==> src/pidaw_pkg.sv <==
// Package for the PID controller: Q-format widths, register codes, config bundle,
// saturating arithmetic helpers. No dependencies.
`timescale 1ns / 1ps

package pidaw_pkg;

	localparam int DATA_W     = 32;
	localparam int FRAC_W     = 16;
	localparam int POLE_W     = 18;
	localparam int PROD_W     = 2 * DATA_W;
	localparam int IDX_W      = 3;
	localparam int PIPE_DEPTH = 4;

	typedef logic signed [DATA_W-1:0] word_t;
	typedef logic signed [PROD_W-1:0] prod_t;
	typedef logic signed [POLE_W-1:0] pole_t;

	localparam word_t WORD_MAX = {1'b0, {(DATA_W-1){1'b1}}};
	localparam word_t WORD_MIN = {1'b1, {(DATA_W-1){1'b0}}};
	localparam word_t WORD_ZERO = '0;

	typedef enum logic [IDX_W-1:0] {
		REG_KP    = IDX_W'(0),
		REG_KI    = IDX_W'(1),
		REG_KD    = IDX_W'(2),
		REG_POLE  = IDX_W'(3),
		REG_OMAX  = IDX_W'(4),
		REG_OMIN  = IDX_W'(5)
	} reg_idx_t;

	localparam word_t KP_RST   = 32'sd9830400;
	localparam word_t KI_RST   = 32'sd2457600;
	localparam word_t KD_RST   = 32'sd5242880;
	localparam pole_t POLE_RST = 18'sd39322;
	localparam word_t OMAX_RST = 32'sd65536000;
	localparam word_t OMIN_RST = -32'sd65536000;

	typedef struct packed {
		word_t kp;
		word_t ki;
		word_t kd;
		pole_t pole;
		word_t hi;
		word_t lo;
	} cfg_t;

	// Products leaving the multiply stage
	typedef struct packed {
		word_t prop;
		word_t iprod;
		word_t dprod;
	} terms_t;

	// Proportional term with the updated integrator and derivative states
	typedef struct packed {
		word_t prop;
		word_t integ;
		word_t deriv;
	} acc_t;

	function automatic word_t sat_add(word_t a, word_t b);
		logic [DATA_W:0] s;
		s = {a[DATA_W-1], a} + {b[DATA_W-1], b};
		if (s[DATA_W] != s[DATA_W-1])
			return s[DATA_W] ? WORD_MIN : WORD_MAX;
		return word_t'(s[DATA_W-1:0]);
	endfunction

	function automatic word_t sat_sub(word_t a, word_t b);
		logic [DATA_W:0] s;
		s = {a[DATA_W-1], a} - {b[DATA_W-1], b};
		if (s[DATA_W] != s[DATA_W-1])
			return s[DATA_W] ? WORD_MIN : WORD_MAX;
		return word_t'(s[DATA_W-1:0]);
	endfunction

	function automatic word_t sat_neg(word_t a);
		if (a == WORD_MIN)
			return WORD_MAX;
		return -a;
	endfunction

	// Full product, floor shift by the fraction width, saturate to one word
	function automatic word_t q_mul(word_t a, word_t b);
		prod_t p;
		prod_t sh;
		logic [PROD_W-DATA_W:0] top;
		p = a * b;
		sh = p >>> FRAC_W;
		top = sh[PROD_W-1:DATA_W-1];
		if (top == '0 || top == '1)
			return word_t'(sh[DATA_W-1:0]);
		return sh[PROD_W-1] ? WORD_MIN : WORD_MAX;
	endfunction

	function automatic word_t pole_ext(pole_t p);
		return {{(DATA_W-POLE_W){p[POLE_W-1]}}, p};
	endfunction

endpackage

==> src/pidaw_state.sv <==
// State update stage: clamped trapezoidal integrator and filtered derivative.
// Holds integral and derivative state; uses pidaw_pkg arithmetic.
`timescale 1ns / 1ps

module pidaw_state (
	input  logic              clk,
	input  logic              arst_n,
	input  pidaw_pkg::cfg_t   cfg,
	input  logic              up_valid,
	output logic              up_ready,
	input  pidaw_pkg::terms_t terms,
	output logic              dn_valid,
	input  logic              dn_ready,
	output pidaw_pkg::acc_t   acc
);

	logic             v_s3;
	logic             adv;
	pidaw_pkg::word_t integ_q;
	pidaw_pkg::word_t deriv_q;
	pidaw_pkg::word_t prop_s3;
	pidaw_pkg::word_t hi_room;
	pidaw_pkg::word_t lo_room;
	pidaw_pkg::word_t integ_raw;
	pidaw_pkg::word_t integ_next;
	pidaw_pkg::word_t deriv_next;

	assign up_ready = !v_s3 || dn_ready;
	assign adv      = up_valid && up_ready;

	// room the proportional term leaves inside the output limits
	always_comb begin
		hi_room = (cfg.hi > terms.prop) ?
			pidaw_pkg::sat_sub(cfg.hi, terms.prop) : pidaw_pkg::WORD_ZERO;
		lo_room = (cfg.lo < terms.prop) ?
			pidaw_pkg::sat_sub(cfg.lo, terms.prop) : pidaw_pkg::WORD_ZERO;
		integ_raw = pidaw_pkg::sat_add(integ_q, terms.iprod);
		if (integ_raw > hi_room)
			integ_next = hi_room;
		else if (integ_raw < lo_room)
			integ_next = lo_room;
		else
			integ_next = integ_raw;
		deriv_next = pidaw_pkg::sat_neg(pidaw_pkg::sat_add(terms.dprod,
			pidaw_pkg::q_mul(pidaw_pkg::pole_ext(cfg.pole), deriv_q)));
	end

	always_ff @(posedge clk or negedge arst_n) begin
		if (!arst_n) begin
			v_s3    <= 1'b0;
			integ_q <= pidaw_pkg::WORD_ZERO;
			deriv_q <= pidaw_pkg::WORD_ZERO;
		end else begin
			if (up_ready)
				v_s3 <= up_valid;
			if (adv) begin
				integ_q <= integ_next;
				deriv_q <= deriv_next;
			end
		end
	end

	always_ff @(posedge clk) begin
		if (adv)
			prop_s3 <= terms.prop;
	end

	assign dn_valid  = v_s3;
	assign acc.prop  = prop_s3;
	assign acc.integ = integ_q;
	assign acc.deriv = deriv_q;

endmodule

==> config.mk <==
export PLATFORM = sky130hd
export DESIGN_NAME = pidaw_state
export DESIGN_NICKNAME = d
export VERILOG_FILES = /design/src/pidaw_pkg.sv /design/src/pidaw_state.sv
export SDC_FILE = /design/constraint.sdc
export NUM_CORES = 2
export LEC_CHECK = 0
export BUFFER_PORTS_ARGS = -buffer_cell sky130_fd_sc_hd__buf_2
export CORE_MARGIN = 1.5
export CORE_UTILIZATION = 45
export CTS_BUF_LIST = sky130_fd_sc_hd__clkbuf_16
export DETAILED_ROUTE_END_ITERATION = 8
export PLACE_DENSITY_LB_ADDON = 0.15
export SLEW_MARGIN = 20
export SYNTH_ARGS = -nofsm -noshare
export SYNTH_HDL_FRONTEND = slang
export SYNTH_SLANG_ARGS = --single-unit
==> constraint.sdc <==
create_clock -name clk -period 13.89 [get_ports clk]
set_clock_uncertainty 0.15 [all_clocks]
set_input_delay 0.6945 -clock clk [delete_from_list [all_inputs] [get_ports clk]]
set_output_delay 0.6945 -clock clk [all_outputs]
set_load 0.01 [all_outputs]
==> metrics <==
Tcrit/Tclk final=92.2%; vias in the first global route=30162; post-synth top area share=32.8%; Hold WC Path Type=input port to asynchronous set/reset pin; Syn Area/Cell=8.37 sq um; Bufs and invs on worst path=6; top-level I/O count=376; H-tree levels=3; outcome=completed; Pre-antenna DRT Iters=5; met2 WL=55300 um; largest cells by area after synthesis=fa_1 33%, ha_1 12%, inv_1 7.7%; Max Cap Viol=0; Synth area leader=fa_1; Max Used Layer=met4; crit path max-delay cell type=dfrtp_1; most frequent CP cell=fa_1; Post-synth top cells=699 x inv_1, 556 x fa_1, 502 x nand2_1; RSZ-0062 raised after global routing=false; Global Route Usage Sum=28.7%; setup TNS=0 ps; GRT overflow=0; Yosys cell types=109; DIE WIDTH=278 um; sequential fraction of the synthesis area=7.63%; Slew Viols, Final=0; DR vias=29066; antenna viol nets, final=0; CP Depth=39; maximum fanout along the worst path=24; Hold Violations, Final=0; Setup Buffers After CTS=0; die height=278 um; 1st-iter DRT viols=1752; CP top delay family=adder cells; FF+latch count, synth=97; # resized after CTS=0; Main synth FF type=dfrtp_1; Routability Congestion=0.975; count leader, synth=inv_1; I/O Buffers=279; fmax=78.1 MHz; Post-synth ARST share=67.0%; Syn Inst Count=4051; hold_buf cts=0; Post-synth EDFFs=32; clk buf depth=2; Final WS setup=1080 ps; Net Count, Synth=5198; # rows=100; Critical Path RT=14010 ps; Ys Warns=0; pre-CTS setup slack=922 ps; wire length on met3=4070 um; Worst EP arrival=12940 ps; CTS clk-pin slew, worst paths=90 ps; core area=74600 sq um; drt drc=0; Crit Path Class=register to register; setup violators final=0; die area=77000 sq um; Mapped Area=33900 sq um; drt total wl=109000 um; share of cells above drive strength 1=10.8%; initial antenna violation count=5; CTS tree=yes; met1 wire length=44100 um; Layout Nets=5389; WL/cell=20.9 um; largest net degree at the start of global routing=66; via-per-instance ratio=5.57; Detailed Place HPWL=89600 um; initial core utilization=45.5%; Tightest Pin Transition=1160 ps; CTS root buf=clkbuf_16; global-route wire length before repair=172000 um; crit-path max cell delay=960 ps; fin crit period=12810 ps; Num CTS Buffers=9; nature of the critical path startpoint=register; P&R area growth vs syn=8.32%; Clock Latency Late Sink=410 ps; Clock Sinks=97; Crit. End Element=register; R2R depth=39; relative slew slack=22.4%
final cells by class:
type                       instances  area (sq um)
clock buffer                       9           225
clock inverter                     7          70.1
timing repair buffer             370          2090
multi-input combinational       3060         27900
fill                            7369         37800
tap                              969          1210
antenna                            3          7.51
sequential                        97          2590
inverter                         704          2640
cell usage in the layout, fill, tap and decap left out, types with 9 or more instances in the layout:
cell type | netlist | final
clkbuf_16 | 0 | 9
nand2b_1 | 40 | 40
a211o_1 | 18 | 18
a21oi_1 | 211 | 211
and2_1 | 205 | 205
or2_2 | 18 | 18
o21ai_1 | 14 | 14
a211oi_1 | 32 | 32
o21bai_1 | 16 | 16
ha_1 | 313 | 313
nor2b_1 | 27 | 27
a21o_1 | 88 | 88
nor2_1 | 170 | 170
o22a_1 | 11 | 11
maj3_1 | 9 | 9
o22ai_1 | 10 | 10
nand3_1 | 36 | 36
o21ai_0 | 202 | 201
a21boi_0 | 11 | 11
a31oi_1 | 38 | 38
nor3_1 | 41 | 40
nand2_1 | 502 | 501
edfxtp_1 | 32 | 32
or3_1 | 13 | 13
o211ai_1 | 16 | 16
dfrtp_1 | 65 | 65
o31ai_1 | 10 | 9
and3_1 | 24 | 24
xnor2_1 | 89 | 89
fa_1 | 556 | 556
buf_2 | 12 | 278
nand4_1 | 31 | 31
o21a_1 | 32 | 32
mux2i_1 | 18 | 18
inv_1 | 699 | 698
buf_4 | 6 | 91
xor2_1 | 70 | 69
a31o_2 | 11 | 11
metrics by stage:
step / util, % / cell area [sq um] / hold WS, ps / cells
5_1_grt: 49.3 / 36700 / 312 / 5218
3_5_place_dp: 48.9 / 36400 / 348 / 5200
6_report: 49.3 / 36700 / 249 / 5219
3_3_place_gp: 48.9 / 36400 / 343 / 5200
2_1_floorplan: - / 33900 / 249 / 4051
4_1_cts: 49.3 / 36700 / 307 / 5216
path summary, 6_finish.rpt:
check	startpoint	endpoint	slack, ps
setup / recovery	deriv_q[12]	deriv_q[28]	1080
hold / removal	arst_n	dn_valid	250
setup reg to reg	deriv_q[12]	deriv_q[28]	1080
hold reg to reg	deriv_q[20]	deriv_q[20]	360
max in group asynchronous	arst_n	deriv_q[19]	12670
min in group clk	terms[67]	prop_s3[3]	320
routing by layer:
metal | GRT usage, % | up-vias
met5 | 0 | -
met4 | 13.4 | 0
met3 | 2.13 | 191
met2 | 51.3 | 794
met1 | 35.2 | 14525
li1 | - | 13556
flip-flops by register name (all words and copies together), names as in the netlist:
signal and cells:
integ_q 32, deriv_q 32, prop_s3 32, dn_valid 1
kinds of logic (layout without fill, tap and decap cells):
group / after synthesis / count (layout) / synth area share, %
muxes: 21 / 21 / 0.631
adders and majority gates: 879 / 879 / 44.7
DFF: 97 / 97 / 7.63
xor gates and xnor gates: 160 / 160 / 4.15
and+or+nand+nor: 1168 / 1168 / 16.7
buffers and inverters: 894 / 1090 / 10.2
other: 0 / 3 / 0
AOI/OAI and AO/OA: 832 / 832 / 16.0
Power is not shown: default switching activity piles up to over one toggle a cycle in this logic, so the estimate is an artifact.
