[src/pidaw_pkg.sv]
// Package for the PID controller: Q-format widths, register codes, config bundle,
// saturating arithmetic helpers. No dependencies.
`timescale 1ns / 1ps

package pidaw_pkg;

	localparam int DATA_W     = 32;
	localparam int FRAC_W     = 16;
	localparam int POLE_W     = 18;
	localparam int PROD_W     = 2 * DATA_W;
	localparam int IDX_W      = 3;
	localparam int PIPE_DEPTH = 4;

	typedef logic signed [DATA_W-1:0] word_t;
	typedef logic signed [PROD_W-1:0] prod_t;
	typedef logic signed [POLE_W-1:0] pole_t;

	localparam word_t WORD_MAX = {1'b0, {(DATA_W-1){1'b1}}};
	localparam word_t WORD_MIN = {1'b1, {(DATA_W-1){1'b0}}};
	localparam word_t WORD_ZERO = '0;

	typedef enum logic [IDX_W-1:0] {
		REG_KP    = IDX_W'(0),
		REG_KI    = IDX_W'(1),
		REG_KD    = IDX_W'(2),
		REG_POLE  = IDX_W'(3),
		REG_OMAX  = IDX_W'(4),
		REG_OMIN  = IDX_W'(5)
	} reg_idx_t;

	localparam word_t KP_RST   = 32'sd9830400;
	localparam word_t KI_RST   = 32'sd2457600;
	localparam word_t KD_RST   = 32'sd5242880;
	localparam pole_t POLE_RST = 18'sd39322;
	localparam word_t OMAX_RST = 32'sd65536000;
	localparam word_t OMIN_RST = -32'sd65536000;

	typedef struct packed {
		word_t kp;
		word_t ki;
		word_t kd;
		pole_t pole;
		word_t hi;
		word_t lo;
	} cfg_t;

	// Products leaving the multiply stage
	typedef struct packed {
		word_t prop;
		word_t iprod;
		word_t dprod;
	} terms_t;

	// Proportional term with the updated integrator and derivative states
	typedef struct packed {
		word_t prop;
		word_t integ;
		word_t deriv;
	} acc_t;

	function automatic word_t sat_add(word_t a, word_t b);
		logic [DATA_W:0] s;
		s = {a[DATA_W-1], a} + {b[DATA_W-1], b};
		if (s[DATA_W] != s[DATA_W-1])
			return s[DATA_W] ? WORD_MIN : WORD_MAX;
		return word_t'(s[DATA_W-1:0]);
	endfunction

	function automatic word_t sat_sub(word_t a, word_t b);
		logic [DATA_W:0] s;
		s = {a[DATA_W-1], a} - {b[DATA_W-1], b};
		if (s[DATA_W] != s[DATA_W-1])
			return s[DATA_W] ? WORD_MIN : WORD_MAX;
		return word_t'(s[DATA_W-1:0]);
	endfunction

	function automatic word_t sat_neg(word_t a);
		if (a == WORD_MIN)
			return WORD_MAX;
		return -a;
	endfunction

	// Full product, floor shift by the fraction width, saturate to one word
	function automatic word_t q_mul(word_t a, word_t b);
		prod_t p;
		prod_t sh;
		logic [PROD_W-DATA_W:0] top;
		p = a * b;
		sh = p >>> FRAC_W;
		top = sh[PROD_W-1:DATA_W-1];
		if (top == '0 || top == '1)
			return word_t'(sh[DATA_W-1:0]);
		return sh[PROD_W-1] ? WORD_MIN : WORD_MAX;
	endfunction

	function automatic word_t pole_ext(pole_t p);
		return {{(DATA_W-POLE_W){p[POLE_W-1]}}, p};
	endfunction

endpackage

[src/pidaw_regs.sv]
// Configuration register file for the PID controller.
// Depends on pidaw_pkg for register codes, reset values and the cfg_t bundle.
`timescale 1ns / 1ps

module pidaw_regs (
	input  logic                         clk,
	input  logic                         arst_n,
	input  logic                         cfg_wr_en,
	input  logic [pidaw_pkg::IDX_W-1:0]  cfg_index,
	input  logic [pidaw_pkg::DATA_W-1:0] cfg_data,
	output pidaw_pkg::cfg_t              cfg
);

	pidaw_pkg::cfg_t cfg_q;

	always_ff @(posedge clk or negedge arst_n) begin
		if (!arst_n) begin
			cfg_q.kp   <= pidaw_pkg::KP_RST;
			cfg_q.ki   <= pidaw_pkg::KI_RST;
			cfg_q.kd   <= pidaw_pkg::KD_RST;
			cfg_q.pole <= pidaw_pkg::POLE_RST;
			cfg_q.hi   <= pidaw_pkg::OMAX_RST;
			cfg_q.lo   <= pidaw_pkg::OMIN_RST;
		end else if (cfg_wr_en) begin
			case (pidaw_pkg::reg_idx_t'(cfg_index))
				pidaw_pkg::REG_KP:   cfg_q.kp   <= pidaw_pkg::word_t'(cfg_data);
				pidaw_pkg::REG_KI:   cfg_q.ki   <= pidaw_pkg::word_t'(cfg_data);
				pidaw_pkg::REG_KD:   cfg_q.kd   <= pidaw_pkg::word_t'(cfg_data);
				pidaw_pkg::REG_POLE: cfg_q.pole <= pidaw_pkg::pole_t'(
					cfg_data[pidaw_pkg::POLE_W-1:0]);
				pidaw_pkg::REG_OMAX: cfg_q.hi   <= pidaw_pkg::word_t'(cfg_data);
				pidaw_pkg::REG_OMIN: cfg_q.lo   <= pidaw_pkg::word_t'(cfg_data);
				default: begin
					// unknown index: drop the write
				end
			endcase
		end
	end

	assign cfg = cfg_q;

endmodule

[config.mk]
export PLATFORM = sky130hd
export DESIGN_NAME = pidaw_regs
export DESIGN_NICKNAME = d
export VERILOG_FILES = /design/src/pidaw_pkg.sv /design/src/pidaw_regs.sv
export SDC_FILE = /design/constraint.sdc
export NUM_CORES = 1
export LEC_CHECK = 0
export BUFFER_PORTS_ARGS = -buffer_cell sky130_fd_sc_hd__clkbuf_2
export CORE_MARGIN = 2
export CORE_UTILIZATION = 55
export DETAILED_ROUTE_END_ITERATION = 10
export PLACE_DENSITY = 0.95
export SYNTH_ARGS = -nofsm -noshare
export SYNTH_HDL_FRONTEND = slang
export SYNTH_SLANG_ARGS = --single-unit
[constraint.sdc]
create_clock -name clk -period 2.2 [get_ports clk]
set_clock_uncertainty 0.1 [all_clocks]
set_input_delay 0.33 -clock clk [delete_from_list [all_inputs] [get_ports clk]]
set_output_delay 0.33 -clock clk [all_outputs]
set_load 0.05 [all_outputs]
==> flow_summary.yaml <==
detailed_routing:
  routed_wl_um: 15900
  antenna_left: 0
  dr_total_vias: 4140
  first_pass_iters: 4
  drt_iter0_drc: 250
  drc: 0
  wl_per_cell_um: 20.2
  vias_per_cell: 5.24
sta:
  rsz0062_at_grt: "false"
  final-setup-viol-count: 0
  slew_headroom_pct: 65.7
  slew_violations: 0
  worstMarginPinSlew_ns: 0.513
  hold_viol_final: 0
  fin_crit_sh_pct: 75.9
  max_freq_mhz: 599
  min_period_ns: 1.67
  tns_ns: 0
logic_synthesis:
  yosys.area.top_type_share_pct: 52.5
  synth_ff_type: "dfrtp_1"
  synth_edf_count: 0
  ys_warn_count: 0
  yosysTopAreaCell: "dfrtp_1"
  syn_area_um2: 6970
  synth_seq_area_share_pct: 64.5
  synth_commonest_cells: "dfrtp_1 (146), mux2_2 (89), mux2_4 (48), mux2_1 (41), dfstp_2 (32)"
  netlist_instances: 382
  syn_nets: 420
  synth_seq_cells: 178
  synth_area_leaders: "dfrtp_1 (52%), mux2_2 (14%), dfstp_2 (12%), mux2_4 (10%), mux2_1 (6.6%)"
  synth.most_common_cell: "dfrtp_1"
  ys_async_sr_fraction_pct: 100
  syn-mean-instance-area_um2: 18.2
  ys_types: 14
worst_hold_path:
  holdPathEnd: "cfg[171]"
  hold_path.class: "in2reg"
  min-delay-start: "cfg_data[25]"
  hold_depth: 2
pwr:
  internal_power_uw: 7390
  p_sw_uw: 4950
  clockPowerShare_pct: 27.2
  swShare_pct: 40.1
  ir_drop_mv: 0.808
  powerDensity_nw_per_um2: 1390
  seq_power_share_pct: 36.8
  leakage_uw: 0.00431
  p_comb_share_pct: 36.0
cells_and_area:
  areaGrowthSynthToFinish_pct: 27.8
  drive_gt1_share_pct: 69.1
  largest_register_ffs: 178
  fillers: 820
  fin_nets: 643
  n_antenna_cell: 0
  fin_area_um2: 8900
clock_tree:
  clock-sinks: 178
  clockRootBuffer: "clkbuf_16"
  cts_buffer_depth: 2
  numCtsBuffers: 17
  post_cts_buffers: 0
  cts.hold.buffers_added: 1
  cts_tree: "built"
  h-tree-depth: 4
  cts_resized: 0
  clk_pin_slew_ns: 0.06
  clk_latency_ns: 0.41
die:
  die-area_um2: 13600
  io_pins: 216
  rows: 41
  core_area_um2: 12500
  initial_core_util_pct: 55.9
  die_w_um: 117
  fp.dieH_um: 117
placed_design:
  placed_area_um2: 8220
  dpl.hpwl_um: 11000
  portBuffers: 215
  gp_congestion: 0.810
critical_path:
  max_stage_delay_ns: 0.54
  cp_data_required_time_ns: 1.77
  end_kind: "output pin"
  startpoint_type: "flip-flop"
  cp_top_family: "flip-flops"
  crit_buf_inv: 1
  path_cells: "clkbuf_2"
  rr_worst_depth: 1
  crit_slowest_cell: "dfstp_2"
  worst_r2r_startpoint: "cfg[78]"
  cp_max_fo: 2
  reg2reg_to: "cfg[78]"
  path_class: "reg2out"
  r2r_setup_slack_ns: 1.27
  cp.arrival_ns: 1.24
global_routing:
  antenna_found_initial: 0
  grt_pass1_wl_um: 24000
  grt-ovfl-total: 0
  grt_util_all_layers_pct: 24.0
  grt_max_degree: 75
  grt_pass1_vias: 4323
run:
  drv_cap: 0
status:
  outcome: "finished clean"
==> cell families after synthesis <==
| logic type | synth area share (%) |
|---|---|
| simple gates | 1.31 |
| flops | 64.5 |
| mux | 31.4 |
| buf+inv | 2.80 |
==> layer usage <==
metal | wire length [um] | track usage, % | vias up
met4 | 352 | 10.4 | 0
met1 | 6330 | 27.9 | 2161
li1 | - | - | 1805
met2 | 8440 | 42.1 | 149
met5 | 0 | 0 | -
met3 | 823 | 6.07 | 25
==> cell type report <==
| class | count | area, um^2 | area share, % |
|---|---|---|---|
| Sequential cell | 178 | 4490 | 50.5 |
| Clock buffer | 24 | 502 | 5.64 |
| Tap cell | 172 | 215 | 2.42 |
| Multi-Input combinational cell | 184 | 2290 | 25.7 |
| Clock inverter | 8 | 171 | 1.93 |
| Timing Repair Buffer | 224 | 1230 | 13.8 |
==> placed cells by master (no fill, tap or decap) <==
| cell | count |
|---|---|
| clkinv_2 | 1 |
| dlygate4sd3_1 | 1 |
| buf_4 | 2 |
| clkinvlp_4 | 1 |
| mux2_2 | 89 |
| nor4bb_4 | 1 |
| nand4b_1 | 1 |
| clkinv_4 | 1 |
| buf_6 | 1 |
| nand4b_4 | 1 |
| nor4b_4 | 1 |
| clkbuf_2 | 214 |
| dfrtp_1 | 146 |
| clkbuf_16 | 17 |
| and4bb_2 | 2 |
| mux2_1 | 41 |
| clkbuf_8 | 5 |
| bufinv_16 | 5 |
| buf_12 | 6 |
| clkbuf_1 | 2 |
| dfstp_2 | 32 |
| mux2_4 | 48 |
==> metrics by stage <==
| step | utilization, % | power, uW | hold WS, ns | worst slack [ns] | cells |
|---|---|---|---|---|---|
| finish | 71.4 | 12300 | 0.113 | 0.530 | 790 |
| global route | 71.4 | 12800 | 0.0913 | 0.488 | 790 |
| CTS | 71.4 | 12400 | 0.0881 | 0.512 | 790 |
| detailed placement | 65.9 | 9040 | 0.181 | 0.436 | 757 |
| global placement | 65.9 | 8870 | 0.172 | 0.506 | 757 |
| floorplan | - | 7860 | -0.0656 | 0.575 | 382 |
==> power groups by stage <==
stage / Clock [uW] / Sequential [uW] / Combinational, uW
4_1_cts: 3400 / 4530 / 4480
6_report: 3350 / 4530 / 4450
5_1_grt: 3560 / 4610 / 4610
3_3_place_gp: 0 / 4500 / 4370
2_1_floorplan: 0 / 7090 / 771
3_5_place_dp: 0 / 4570 / 4470
==> worst max path at each step <==
stage                      start        to  slack, ns  cells after the start
global placement    cfg_index[0]   cfg[82]       0.51                      4
floorplan           cfg_index[0]  cfg[147]       0.57                      4
detailed placement  cfg_index[2]   cfg[78]       0.44                      3
CTS                     cfg[166]  cfg[166]       0.51                      1
finish                  cfg[163]  cfg[163]       0.53                      1
global route             cfg[53]   cfg[53]       0.49                      1
Note: power is estimated with default switching activity, not from simulation.
