$ cat config.mk
export PLATFORM = sky130hd
export DESIGN_NAME = pidaw_out
export DESIGN_NICKNAME = d
export VERILOG_FILES = /design/src/pidaw_pkg.sv /design/src/pidaw_out.sv
export SDC_FILE = /design/constraint.sdc
export NUM_CORES = 1
export LEC_CHECK = 0
export BUFFER_PORTS_ARGS = -buffer_cell sky130_fd_sc_hd__buf_2
export CORE_AREA = 2 2 120 122
export DETAILED_ROUTE_END_ITERATION = 8
export DIE_AREA = 0 0 122 124
export HOLD_SLACK_MARGIN = 0.05
export PLACE_DENSITY = 0.88
export SYNTH_ARGS = -nofsm -noshare
export SYNTH_HDL_FRONTEND = slang
export SYNTH_SLANG_ARGS = --single-unit
$ cat constraint.sdc
create_clock -name clk -period 2.8 [get_ports clk]
set_clock_uncertainty 0.1 [all_clocks]
set_input_delay 0.28 -clock clk [delete_from_list [all_inputs] [get_ports clk]]
set_output_delay 0.28 -clock clk [all_outputs]
set_load 0.01 [all_outputs]
$ cat src/pidaw_pkg.sv
// Package for the PID controller: Q-format widths, register codes, config bundle,
// saturating arithmetic helpers. No dependencies.
`timescale 1ns / 1ps

package pidaw_pkg;

	localparam int DATA_W     = 32;
	localparam int FRAC_W     = 16;
	localparam int POLE_W     = 18;
	localparam int PROD_W     = 2 * DATA_W;
	localparam int IDX_W      = 3;
	localparam int PIPE_DEPTH = 4;

	typedef logic signed [DATA_W-1:0] word_t;
	typedef logic signed [PROD_W-1:0] prod_t;
	typedef logic signed [POLE_W-1:0] pole_t;

	localparam word_t WORD_MAX = {1'b0, {(DATA_W-1){1'b1}}};
	localparam word_t WORD_MIN = {1'b1, {(DATA_W-1){1'b0}}};
	localparam word_t WORD_ZERO = '0;

	typedef enum logic [IDX_W-1:0] {
		REG_KP    = IDX_W'(0),
		REG_KI    = IDX_W'(1),
		REG_KD    = IDX_W'(2),
		REG_POLE  = IDX_W'(3),
		REG_OMAX  = IDX_W'(4),
		REG_OMIN  = IDX_W'(5)
	} reg_idx_t;

	localparam word_t KP_RST   = 32'sd9830400;
	localparam word_t KI_RST   = 32'sd2457600;
	localparam word_t KD_RST   = 32'sd5242880;
	localparam pole_t POLE_RST = 18'sd39322;
	localparam word_t OMAX_RST = 32'sd65536000;
	localparam word_t OMIN_RST = -32'sd65536000;

	typedef struct packed {
		word_t kp;
		word_t ki;
		word_t kd;
		pole_t pole;
		word_t hi;
		word_t lo;
	} cfg_t;

	// Products leaving the multiply stage
	typedef struct packed {
		word_t prop;
		word_t iprod;
		word_t dprod;
	} terms_t;

	// Proportional term with the updated integrator and derivative states
	typedef struct packed {
		word_t prop;
		word_t integ;
		word_t deriv;
	} acc_t;

	function automatic word_t sat_add(word_t a, word_t b);
		logic [DATA_W:0] s;
		s = {a[DATA_W-1], a} + {b[DATA_W-1], b};
		if (s[DATA_W] != s[DATA_W-1])
			return s[DATA_W] ? WORD_MIN : WORD_MAX;
		return word_t'(s[DATA_W-1:0]);
	endfunction

	function automatic word_t sat_sub(word_t a, word_t b);
		logic [DATA_W:0] s;
		s = {a[DATA_W-1], a} - {b[DATA_W-1], b};
		if (s[DATA_W] != s[DATA_W-1])
			return s[DATA_W] ? WORD_MIN : WORD_MAX;
		return word_t'(s[DATA_W-1:0]);
	endfunction

	function automatic word_t sat_neg(word_t a);
		if (a == WORD_MIN)
			return WORD_MAX;
		return -a;
	endfunction

	// Full product, floor shift by the fraction width, saturate to one word
	function automatic word_t q_mul(word_t a, word_t b);
		prod_t p;
		prod_t sh;
		logic [PROD_W-DATA_W:0] top;
		p = a * b;
		sh = p >>> FRAC_W;
		top = sh[PROD_W-1:DATA_W-1];
		if (top == '0 || top == '1)
			return word_t'(sh[DATA_W-1:0]);
		return sh[PROD_W-1] ? WORD_MIN : WORD_MAX;
	endfunction

	function automatic word_t pole_ext(pole_t p);
		return {{(DATA_W-POLE_W){p[POLE_W-1]}}, p};
	endfunction

endpackage

$ cat src/pidaw_out.sv
// Output stage: sum of the three terms, clamp to the output limits, result register.
// Uses pidaw_pkg arithmetic and the acc_t bundle.
`timescale 1ns / 1ps

module pidaw_out (
	input  logic             clk,
	input  logic             arst_n,
	input  pidaw_pkg::cfg_t  cfg,
	input  logic             up_valid,
	output logic             up_ready,
	input  pidaw_pkg::acc_t  acc,
	output logic             out_valid,
	input  logic             out_ready,
	output pidaw_pkg::word_t drive,
	output logic             saturated
);

	logic             v_q;
	logic             adv;
	pidaw_pkg::word_t sum;
	pidaw_pkg::word_t drive_d;
	logic             sat_d;
	pidaw_pkg::word_t drive_q;
	logic             sat_q;

	assign up_ready = !v_q || out_ready;
	assign adv      = up_valid && up_ready;

	// when the limits are crossed, the upper limit wins for a sum above it, else the lower
	always_comb begin
		sum = pidaw_pkg::sat_add(pidaw_pkg::sat_add(acc.prop, acc.integ), acc.deriv);
		drive_d = sum;
		sat_d   = 1'b0;
		if (sum > cfg.hi) begin
			drive_d = cfg.hi;
			sat_d   = 1'b1;
		end else if (sum < cfg.lo) begin
			drive_d = cfg.lo;
			sat_d   = 1'b1;
		end
	end

	always_ff @(posedge clk or negedge arst_n) begin
		if (!arst_n) begin
			v_q <= 1'b0;
		end else if (up_ready) begin
			v_q <= up_valid;
		end
	end

	always_ff @(posedge clk) begin
		if (adv) begin
			drive_q <= drive_d;
			sat_q   <= sat_d;
		end
	end

	assign out_valid = v_q;
	assign drive     = drive_q;
	assign saturated = sat_q;

endmodule

==> impl_metrics.json, run 1 <==
{
  "synth_flop_cell": "edfxtp_1",
  "syn_avg_cell_area_sq_um": 8.14,
  "gr-total-overflow": 10,
  "endpoint_type": "register data pin",
  "die_x_um": 122,
  "postGrtWorstEndpoint": "drive[19]$_DFFE_PP_/D",
  "yosysMostFrequentCell": "ha_1",
  "synth_area_leader_cell": "ha_1",
  "gp_congestion": 0.980,
  "ctsHtreeMaxLevel": 2,
  "die_y_um": 124,
  "clock-root-buffer": "clkbuf_16",
  "synth_area_sq_mm": 0.00738,
  "ys_top_cells_by_area": "ha_1, edfxtp_1, mux2i_1, a21oi_1, inv_1",
  "async_flop_share_pct": 2.94,
  "ys_warn_count": 0,
  "hpwl_um": 21700,
  "ys_seq_elements": 34,
  "cts_num_sinks": 34,
  "synth_top_area_share_pct": 22.2,
  "synth-edff-count": 33,
  "placed_area_sq_mm": 0.0107,
  "cts_buffers": 5,
  "io_buffers": 198,
  "grt_max_degree": 34,
  "haltStage": "global routing (5_1_grt)",
  "ios": 313,
  "seq_area_frac_synth_pct": 13.8,
  "start_util_pct": 53.8,
  "error": "[ERROR GRT-0232] Routing congestion too high. Check the congestion heatmap in the GUI.",
  "num_rows": 43,
  "grt_usage_pct": 64.4,
  "synth_nets": 1318,
  "ys_top_cells_by_count": "ha_1, inv_1, a21oi_1",
  "netlist_instances": 907,
  "synth_cell_types": 81,
  "cts_max_path_buffers": 2,
  "status": "aborted with a tool error"
}
==> metal layers <==
metal,track usage (%),GRT overflow
met5,12.8,0
met4,70.5,6
met3,45.6,0
met2,87.1,4
met1,59.3,0
==> through the flow <==
stage | utilization (%) | std cells | hold slack (ns) | setup slack (ns) | setup TNS [ns]
floorplan | - | 907 | -0.116 | -5.23 | -172.03
global placement | 78.0 | 1540 | -0.0436 | -5.74 | -188.59
detailed placement | 78.0 | 1540 | -0.0429 | -6.40 | -208.39
CTS | 85.5 | 1587 | 0.159 | -5.14 | -167.74
==> cell families after synthesis <==
kind of cell               synth area share, %
AOI/OAI and AO/OA                         26.2
xor gates and xnor gates                  5.93
adders and majority gates                 22.7
buffers and inverters                     6.83
DFF                                       13.8
muxes                                     9.29
and+or+nand+nor                           15.2
==> timing repair <==
action / in CTS
endpoints found under the setup margin: 33
hold endpoints to repair: 1
resized for setup: 105
pin swaps: 50
buffers inserted: 33
cloned: 6
hold buffers: 1
==> run 2, diff against run 1 <==
CORE_AREA = 2 2 139 141   (was 2 2 120 122)
DIE_AREA = 0 0 141 143   (was 0 0 122 124)
HOLD_SLACK_MARGIN = default   (was 0.05)
PLACE_DENSITY = default   (was 0.88)
PLACE_DENSITY_LB_ADDON = 0.15   (was default)
==> run 2 against run 1 <==
  * The flow now finishes, with violations (negative setup slack)
  * Synthesized cell count is the same
  * Area after synthesis is the same
==> impl_metrics.json, run 2 <==
{
  "status": "complete, but fails checks",
  "violations": "negative setup slack",
  "crit_type": "in2reg",
  "async_flop_share_pct": 2.94,
  "grt_usage_pct": 23.0,
  "crit_arrival_ns": 7.97,
  "cts_buffers": 5,
  "num_rows": 50,
  "utilization_pct": 65.1,
  "io_buffers": 198,
  "finalNetCount": 1849,
  "crit_fanout": 6,
  "largest_reg_flops": 32,
  "worstPathRequired_ns": 2.74,
  "ys_seq_elements": 34,
  "drt_wl_total_um": 23900,
  "hold_viol_final": 0,
  "grt_max_degree": 34,
  "vias": 8482,
  "core-area_sq_mm": 0.0186,
  "setup_ws_ns": -5.23,
  "clk_latency_ns": 0.28,
  "die_y_um": 143,
  "irDropWorstVdd_v": 0.000798,
  "period_share_pct": 287,
  "cts_max_path_buffers": 2,
  "critPathLaunchType": "input pin",
  "holdWs_ns": 0.101,
  "setup_viol": 33,
  "antenna_found_initial": 4,
  "drv_cap": 0,
  "gp_congestion": 0.902,
  "synth_flop_cell": "edfxtp_1",
  "drc": 0,
  "synth_top_area_share_pct": 22.2,
  "layout_common_cells": "buf_4, buf_2, ha_1",
  "syn_to_final_growth_pct": 63.9,
  "firstDrtPassIters": 4,
  "ys_top_cells_by_area": "ha_1, edfxtp_1, mux2i_1, a21oi_1, inv_1",
  "max_freq_mhz": 125,
  "die_area_sq_mm": 0.0202,
  "via_per_inst": 5.07,
  "cts_tree": "built",
  "grt_pass1_vias": 8394,
  "cellPowerDensity_mw_per_mm2": 1660,
  "ios": 313,
  "cts_num_sinks": 34,
  "grt_first_pass_wirelength_um": 38600,
  "fillCellCount": 1651,
  "drt_iter0_drc": 251,
  "synth_area_leader_cell": "ha_1",
  "ys_warn_count": 0,
  "critPathCaptureType": "flip-flop",
  "clock-root-buffer": "clkbuf_16",
  "synth_cell_types": 81,
  "clk_pin_slew_ns": 0.06,
  "hold_path_class": "in2reg",
  "instances_no_fill": 1674,
  "drive_gt1_share_pct": 46.1,
  "synth_nets": 1318,
  "wl_per_cell_um": 14.3,
  "synth-edff-count": 33,
  "cp_top_family": "compound AO/OA/AOI/OAI gates",
  "ys_top_cells_by_count": "ha_1, inv_1, a21oi_1",
  "rsz0062_at_grt": "true",
  "die_x_um": 141,
  "start_util_pct": 39.7,
  "drv_slew": 0,
  "seq_area_frac_synth_pct": 13.8,
  "power_mw": 20.0,
  "crit_buf_inv": 7,
  "ant_nets": 0,
  "p_leak_nw": 6.16,
  "worst_pin_slew_ns": 0.565,
  "hpwl_um": 19700,
  "dp.cells": 1631,
  "relSlewSlack_pct": 62.0,
  "syn_avg_cell_area_sq_um": 8.14,
  "netlist_instances": 907,
  "ctsHtreeMaxLevel": 2,
  "critPathMaxStageDelay_ns": 0.47,
  "synth_area_sq_mm": 0.00738,
  "layout_commonest_cell": "buf_4",
  "yosysMostFrequentCell": "ha_1",
  "gr-total-overflow": 0,
  "layout_min_cycle_time_ns": 8.03,
  "pre_cts_ws_ns": -6.03,
  "cpMaxStageDelayCell": "or4b_4"
}
==> run 2: final timing paths <==
kind                            cells past startpoint  startpoint         to  slack (ns)
max in group asynchronous                           2      arst_n  out_valid        2.31
worst max register to register                      3   out_valid  drive[22]        1.35
worst max-delay path                               41     acc[64]   drive[0]       -5.23
min in group asynchronous                           2      arst_n  out_valid        0.20
worst min register to register                      2   out_valid  out_valid        0.43
worst min-delay path                                2    up_valid  out_valid        0.10
==> run 2: power breakdown <==
group / internal (mW) / switching (mW) / total (mW)
clock network: 0.420 / 0.206 / 0.627
registers: 1.06 / 0.0655 / 1.13
logic: 10.0 / 8.23 / 18.3
==> run 2: metrics by stage <==
stage | cell area [sq um] | TNS [ns]
final | 12100 | -170.40
after CTS | 11800 | -170.03
after global routing | 12100 | -185.92
after floorplan | 7570 | -172.03
after detailed placement | 11100 | -197.48
after global placement | 11100 | -193.75
==> run 2: logic make-up (layout without fill, tap and decap cells) <==
group           count (synthesis)  in the layout  synth area share (%)
compound gates                288            288                  26.2
simple gates                  219            219                  15.2
fa+ha+maj                     133            133                  22.7
buf+inv                       115            647                  6.83
mux                            68             68                  9.29
xor+xnor                       50             50                  5.93
flops                          34             34                  13.8
other cells                     0              1                     0
==> run 2: cell type report <==
type / instances / area, sq um / area share (%)
Multi-Input combinational cell: 758 / 6370 / 52.6
Timing Repair Buffer: 552 / 3930 / 32.5
Sequential cell: 34 / 1020 / 8.40
Inverter: 87 / 327 / 2.70
Tap cell: 234 / 293 / 2.42
Clock buffer: 7 / 133 / 1.10
Clock inverter: 1 / 30.0 / 0.248
Antenna cell: 1 / 2.50 / 0.0207
==> run 2: routing by layer <==
layer	global-route usage [%]	up-vias	share of wire (%)
met4	5.89	2	1.7
met2	41.1	233	48
met5	0	-	0.054
li1	-	4456	-
met1	29.4	3764	45
met3	2.95	27	5.3
==> run 2: repair_timing <==
item / CTS / global route
hold buffers: 1 / 0
gates resized for setup: 66 / 43
hold endpoints to repair: 1 / 0
endpoints found under the setup margin: 33 / 33
buffers inserted: 16 / 12
cloned: 4 / 3
pin swaps: 43 / 51
No activity file was read; power rests on OpenSTA's default activity.
